==> src/rtl/mms_pkg.sv <==
package mms_pkg;

    // Default sizes of the array and its operands.
    localparam int DEF_MAX_INNER     = 64;
    localparam int DEF_MAX_COLUMNS   = 16;
    localparam int DEF_OPERAND_WIDTH = 16;

    // Fixed field widths of the request and result channels.
    localparam int ACC_W       = 40;
    localparam int ROW_W       = 16;
    localparam int INNER_IDX_W = 6;
    localparam int COL_IDX_W   = 4;
    localparam int INNER_LEN_W = 7;
    localparam int COL_CNT_W   = 5;
    localparam int CFG_DATA_W  = 8;

    // Request kinds.
    localparam logic REQ_LOAD   = 1'b0;
    localparam logic REQ_STREAM = 1'b1;

    // Configuration register indexes.
    typedef enum logic {
        CFG_INNER_LENGTH = 1'b0,
        CFG_COLUMN_COUNT = 1'b1
    } cfg_index_t;

    // Register values after reset.
    localparam logic [INNER_LEN_W-1:0] INNER_LENGTH_RESET = INNER_LEN_W'(64);
    localparam logic [COL_CNT_W-1:0]   COLUMN_COUNT_RESET = COL_CNT_W'(16);

    // Control shared by every cell of the row.
    typedef struct packed {
        logic advance;  // pipeline moves this cycle
        logic mac;      // a stream element sits in the product stage
        logic row_end;  // that element closes its row
        logic shift;    // result chain moves one place toward the output
    } cell_ctrl_t;

endpackage

==> src/rtl/mms_ram.sv <==
module mms_ram #(
    parameter int WIDTH = 16,
    parameter int DEPTH = 64
) (
    input  logic                  aclk,
    input  logic                  wr_en,
    input  logic [((DEPTH > 1) ? $clog2(DEPTH) : 1)-1:0] wr_addr,
    input  logic [WIDTH-1:0]      wr_data,
    input  logic                  rd_en,
    input  logic [((DEPTH > 1) ? $clog2(DEPTH) : 1)-1:0] rd_addr,
    output logic [WIDTH-1:0]      rd_data
);

    logic [WIDTH-1:0] mem_reg [DEPTH];
    logic [WIDTH-1:0] rd_data_reg;

    // One write port and one registered read port.
    always_ff @(posedge aclk) begin
        if (wr_en) begin
            mem_reg[wr_addr] <= wr_data;
        end
        if (rd_en) begin
            rd_data_reg <= mem_reg[rd_addr];
        end
    end

    assign rd_data = rd_data_reg;

endmodule

==> src/rtl/mms_cell.sv <==
module mms_cell import mms_pkg::*; #(
    parameter int OPERAND_WIDTH = DEF_OPERAND_WIDTH,
    parameter int MAX_INNER     = DEF_MAX_INNER
) (
    input  logic                            aclk,
    input  logic                            aresetn,
    input  cell_ctrl_t                      ctrl,
    input  logic                            active,
    input  logic                            wr_en,
    input  logic [((MAX_INNER > 1) ? $clog2(MAX_INNER) : 1)-1:0] wr_addr,
    input  logic [OPERAND_WIDTH-1:0]        wr_data,
    input  logic [((MAX_INNER > 1) ? $clog2(MAX_INNER) : 1)-1:0] rd_addr,
    input  logic signed [OPERAND_WIDTH-1:0] a_operand,
    input  logic signed [ACC_W-1:0]         res_in,
    output logic signed [ACC_W-1:0]         res_out
);

    logic [OPERAND_WIDTH-1:0]         weight;
    logic signed [2*OPERAND_WIDTH-1:0] prod_reg, prod_next;
    logic signed [ACC_W-1:0]          acc_reg, acc_next;
    logic signed [ACC_W-1:0]          res_reg, res_next;
    logic signed [ACC_W-1:0]          prod_ext;
    logic signed [ACC_W-1:0]          sum;

    // This cell's column of B, one word per inner position.
    mms_ram #(
        .WIDTH(OPERAND_WIDTH),
        .DEPTH(MAX_INNER)
    ) u_weights (
        .aclk   (aclk),
        .wr_en  (wr_en),
        .wr_addr(wr_addr),
        .wr_data(wr_data),
        .rd_en  (ctrl.advance),
        .rd_addr(rd_addr),
        .rd_data(weight)
    );

    // Product of the streamed element and the weight, registered.
    always_comb begin
        prod_next = prod_reg;
        if (ctrl.advance) begin
            prod_next = a_operand * $signed(weight);
        end
    end

    // The product is sign extended or wrapped to the accumulator width.
    assign prod_ext = ACC_W'(prod_reg);
    assign sum      = acc_reg + prod_ext;

    // Running sum; cleared when the row closes, held for unused columns.
    always_comb begin
        acc_next = acc_reg;
        if (ctrl.advance && ctrl.mac) begin
            if (ctrl.row_end) begin
                acc_next = '0;
            end else if (active) begin
                acc_next = sum;
            end
        end
    end

    // Result chain: captures the final sum, then shifts toward the output.
    always_comb begin
        res_next = res_reg;
        if (ctrl.advance && ctrl.mac && ctrl.row_end) begin
            res_next = sum;
        end else if (ctrl.shift) begin
            res_next = res_in;
        end
    end

    always_ff @(posedge aclk) begin
        if (!aresetn) begin
            acc_reg <= '0;
        end else begin
            acc_reg <= acc_next;
        end
    end

    always_ff @(posedge aclk) begin
        prod_reg <= prod_next;
        res_reg  <= res_next;
    end

    assign res_out = res_reg;

endmodule

==> config.mk <==
export PLATFORM = sky130hd
export DESIGN_NAME = mms_cell
export DESIGN_NICKNAME = d
export VERILOG_FILES = /design/src/rtl/mms_pkg.sv /design/src/rtl/mms_ram.sv /design/src/rtl/mms_cell.sv
export SDC_FILE = /design/constraint.sdc
export NUM_CORES = 2
export LEC_CHECK = 0
export ABC_CLOCK_PERIOD_IN_PS = 7100
export BUFFER_PORTS_ARGS = -buffer_cell sky130_fd_sc_hd__buf_4
export CAP_MARGIN = 10
export CORE_UTILIZATION = 25
export DETAILED_ROUTE_END_ITERATION = 8
export SLEW_MARGIN = 20
export SYNTH_ARGS = -nofsm -noshare
export SYNTH_HDL_FRONTEND = slang
export SYNTH_SLANG_ARGS = --single-unit
==> constraint.sdc <==
create_clock -name aclk -period 7.1 [get_ports aclk]
set_clock_uncertainty 0.05 [all_clocks]
set_input_delay 0.71 -clock aclk [delete_from_list [all_inputs] [get_ports aclk]]
set_output_delay 0.71 -clock aclk [all_outputs]
set_load 0.05 [all_outputs]
==> impl_metrics.py <==
metrics = {
    "run_status": {
        "status": "completed",
    },
    "run": {
        "drv_cap": 0,
    },
    "critical_path": {
        "path_common_cell": "fa_1",
        "worstPathArrival_ns": 7.08,
        "crit_path_start_kind": "register",
        "crit_path_end_kind": "register",
        "worst-path-buf-inv": 4,
        "crit_type": "register to register",
        "required_ns": 7.50,
        "worst-path-max-fanout": 16,
        "max_stage_delay_ns": 0.68,
        "crit_family": "adder cells",
        "crit_path_cell_trace": "and2_1 -> fa_1 -> inv_1 -> fa_1 -> fa_1 -> inv_1 -> fa_1 -> fa_1 -> inv_1 -> fa_1 -> inv_1 -> ha_1 -> a21oi_1 -> o21ai_0 -> and2_1 -> a2111o_1 -> and4b_1 -> nor3_1 -> o21ai_0 -> a21oi_1 -> xnor2_1",
        "slowest_stage": "edfxtp_1",
    },
    "clock_tree": {
        "cts_sinks": 1152,
        "cts_buffers": 109,
        "cts_htree_levels": 3,
        "insertion_delay_ns": 0.76,
        "root_buffer": "clkbuf_16",
        "clock_path_buffers": 3,
        "cts_tree": "done",
        "clk_pin_slew_ns": 0.06,
    },
    "timing": {
        "post-route-period-util_pct": 94.1,
        "maxSlewViolCount": 0,
        "period_needed_ns": 6.68,
        "fmax_ghz": 0.150,
        "finalHoldViolations": 0,
        "worstMarginPinSlew_ns": 1.05,
        "tns_ns": 0,
        "rsz0062_at_grt": "false",
        "layout_setup_ws_ns": 0.419,
        "relSlewSlack_pct": 30.2,
        "setup_viol": 0,
    },
    "grt": {
        "track_usage_pct": 11.7,
        "grt_pass1_vias": 30200,
        "grt_first_pass_wirelength_um": 198000,
        "grt_start_max_net_pins": 107,
        "antenna_found_initial": 20,
        "grt_overflow": 0,
    },
    "route": {
        "wl_um": 132000,
        "drc_errors": 0,
        "wl_met2_um": 64200,
        "dr.pass1.iters": 5,
        "top_layer": "met5",
        "wl_per_cell_um": 20.2,
        "num_vias": 29100,
        "met3_length_um": 7790,
        "drt_iter0_drc": 2647,
        "drt.antenna.violating_nets": 0,
        "vias_per_cell": 4.45,
        "wl_met1_um": 57200,
    },
    "logic_synthesis": {
        "synth_fp_nets": 3759,
        "ys_ff_latch": 1152,
        "synth.area.top_cells": "edfxtp_1 60%, mux4_2 14%, fa_1 9.4%, ha_1 2.7%, inv_1 2.0%",
        "yosysSeqAreaShare_pct": 61.3,
        "syn_avg_cell_area_sq_um": 17.0,
        "syn_inst": 3283,
        "synthFlopType": "edfxtp_1",
        "synth_largest_area_cell": "edfxtp_1",
        "synth_edf_count": 1112,
        "synth-async-reset-ratio_pct": 0,
        "yosysWarnings": 0,
        "synth_top_area_share_pct": 59.9,
        "syn_area_sq_um": 55800,
        "synth_cell_types": 83,
    },
    "placed_design": {
        "placed_cells": 6327,
        "post-place-ws_ns": 0.230,
        "dpl.hpwl_um": 85200,
        "gp_congestion": 0.807,
        "numPortBuffers": 131,
    },
    "min_path": {
        "worstHoldPathType": "input port to register",
    },
    "cells_and_area": {
        "largest_reg_flops": 1024,
        "synthToLayoutAreaGrowth_pct": 15.0,
        "instances_no_fill": 6534,
        "drive_gt1_share_pct": 20.6,
        "nFillCells": 21800,
        "nets": 3958,
    },
    "floorplan": {
        "boundaryPins": 132,
        "fp.coreArea_sq_um": 221000,
        "rows": 172,
        "initial_core_util_pct": 25.3,
        "die_h_um": 474,
        "die_area_sq_um": 225000,
        "fp.dieW_um": 474,
    },
    "pwr": {
        "total_power_uw": 27800,
        "p_per_area_nw_per_um2": 434,
        "vdd_drop_max_v": 0.000789,
        "power.leakage_uw": 0.0223,
    },
}
-- worst register-to-register path, stage by stage, from the launching register on --
cell	delay, ns
edfxtp_1	0.68
and2_1	0.29
fa_1	0.51
inv_1	0.05
fa_1	0.46
fa_1	0.53
inv_1	0.06
fa_1	0.49
fa_1	0.50
inv_1	0.05
fa_1	0.48
inv_1	0.05
ha_1	0.33
a21oi_1	0.20
o21ai_0	0.22
and2_1	0.24
a2111o_1	0.34
and4b_1	0.25
nor3_1	0.27
o21ai_0	0.13
a21oi_1	0.20
xnor2_1	0.08
-- metrics by stage --
stage | utilization (%) | cell area, sq um | hold slack [ns]
2_1_floorplan | - | 55800 | 0.379
4_1_cts | 29.1 | 64100 | 0.0940
6_report | 29.1 | 64100 | 0.183
5_1_grt | 29.1 | 64100 | 0.134
3_5_place_dp | 27.5 | 60600 | 0.402
3_3_place_gp | 27.5 | 60600 | 0.390
-- repair_timing --
action,CTS,global route
hold endpoints to repair,0,0
buffers inserted,0,2
gates resized for setup,0,0
hold buffers,0,0
setup endpoints to repair,0,2
-- kinds of logic after synthesis --
logic type                 Yosys count  synth area share [%]
AOI/OAI and AO/OA                  258                  3.14
DFF                               1152                  61.3
muxes                              338                  13.6
and+or+nand+nor                    643                  5.62
adders and majority gates          384                  12.2
buffers and inverters              443                  3.10
xor gates and xnor gates            65                  1.05
-- cells in the final DEF, fill, tap and decap left out, types with 16 or more instances in the layout --
| cell | netlist | routed |
|---|---|---|
| a21o_1 | 27 | 27 |
| a21oi_1 | 57 | 57 |
| a22oi_1 | 21 | 21 |
| and2_1 | 136 | 136 |
| buf_4 | 4 | 220 |
| clkbuf_1 | 99 | 34 |
| clkbuf_16 | 0 | 110 |
| clkinv_1 | 0 | 20 |
| dfxtp_1 | 40 | 40 |
| edfxtp_1 | 1112 | 1112 |
| fa_1 | 263 | 263 |
| ha_1 | 121 | 121 |
| inv_1 | 304 | 304 |
| mux4_2 | 336 | 336 |
| nand2_1 | 236 | 236 |
| nand3_1 | 33 | 32 |
| nor2_1 | 121 | 121 |
| nor2b_1 | 27 | 27 |
| nor3_1 | 18 | 16 |
| o21ai_0 | 53 | 53 |
| xnor2_1 | 42 | 42 |
| xor2_1 | 22 | 22 |
-- synth_stat cells (40+ instances only) --
| library cell | instances |
|---|---|
| and2_1 | 136 |
| a21oi_1 | 57 |
| clkbuf_1 | 99 |
| edfxtp_1 | 1112 |
| nor2_1 | 121 |
| o21ai_0 | 53 |
| fa_1 | 263 |
| mux4_2 | 336 |
| dfxtp_1 | 40 |
| nand2_1 | 236 |
| inv_1 | 304 |
| xnor2_1 | 42 |
| ha_1 | 121 |
-- area by class of cell --
type | count | area [sq um] | area share [%]
antenna | 6 | 15.0 | 0.0234
clock buffer | 146 | 2910 | 4.53
clock inverter | 53 | 554 | 0.864
inverter | 304 | 1140 | 1.78
multi-input combinational | 1688 | 19900 | 31.0
sequential | 1152 | 34200 | 53.3
tap | 2958 | 3700 | 5.77
timing repair buffer | 227 | 1770 | 2.76
-- per-layer routing --
layer	vias to the layer above	global-route usage (%)
met3	194	2.02
met1	15300	15.7
met4	10	2.98
met5	-	0
met2	871	19.6
li1	12700	-
-- where the power goes --
group	switching [uW]	total (uW)	internal (uW)
clock	2590	5700	3110
sequential	119	8460	8340
combinational	7830	13700	5840
total	10500	27800	17300
-- final timing paths --
check                                  from                       end  slack (ns)  cells after the start
min reg2reg        acc_reg[19]$_SDFFE_PN0P_  acc_reg[19]$_SDFFE_PN0P_        0.41                      2
max          u_weights.rd_data[5]$_DFFE_PP_    prod_reg[30]$_DFFE_PP_        0.42                     21
max reg2reg  u_weights.rd_data[5]$_DFFE_PP_    prod_reg[30]$_DFFE_PP_        0.42                     21
min                              res_in[28]     res_out[28]$_DFFE_PP_        0.18                      3
(Power assumes the default switching activity.)
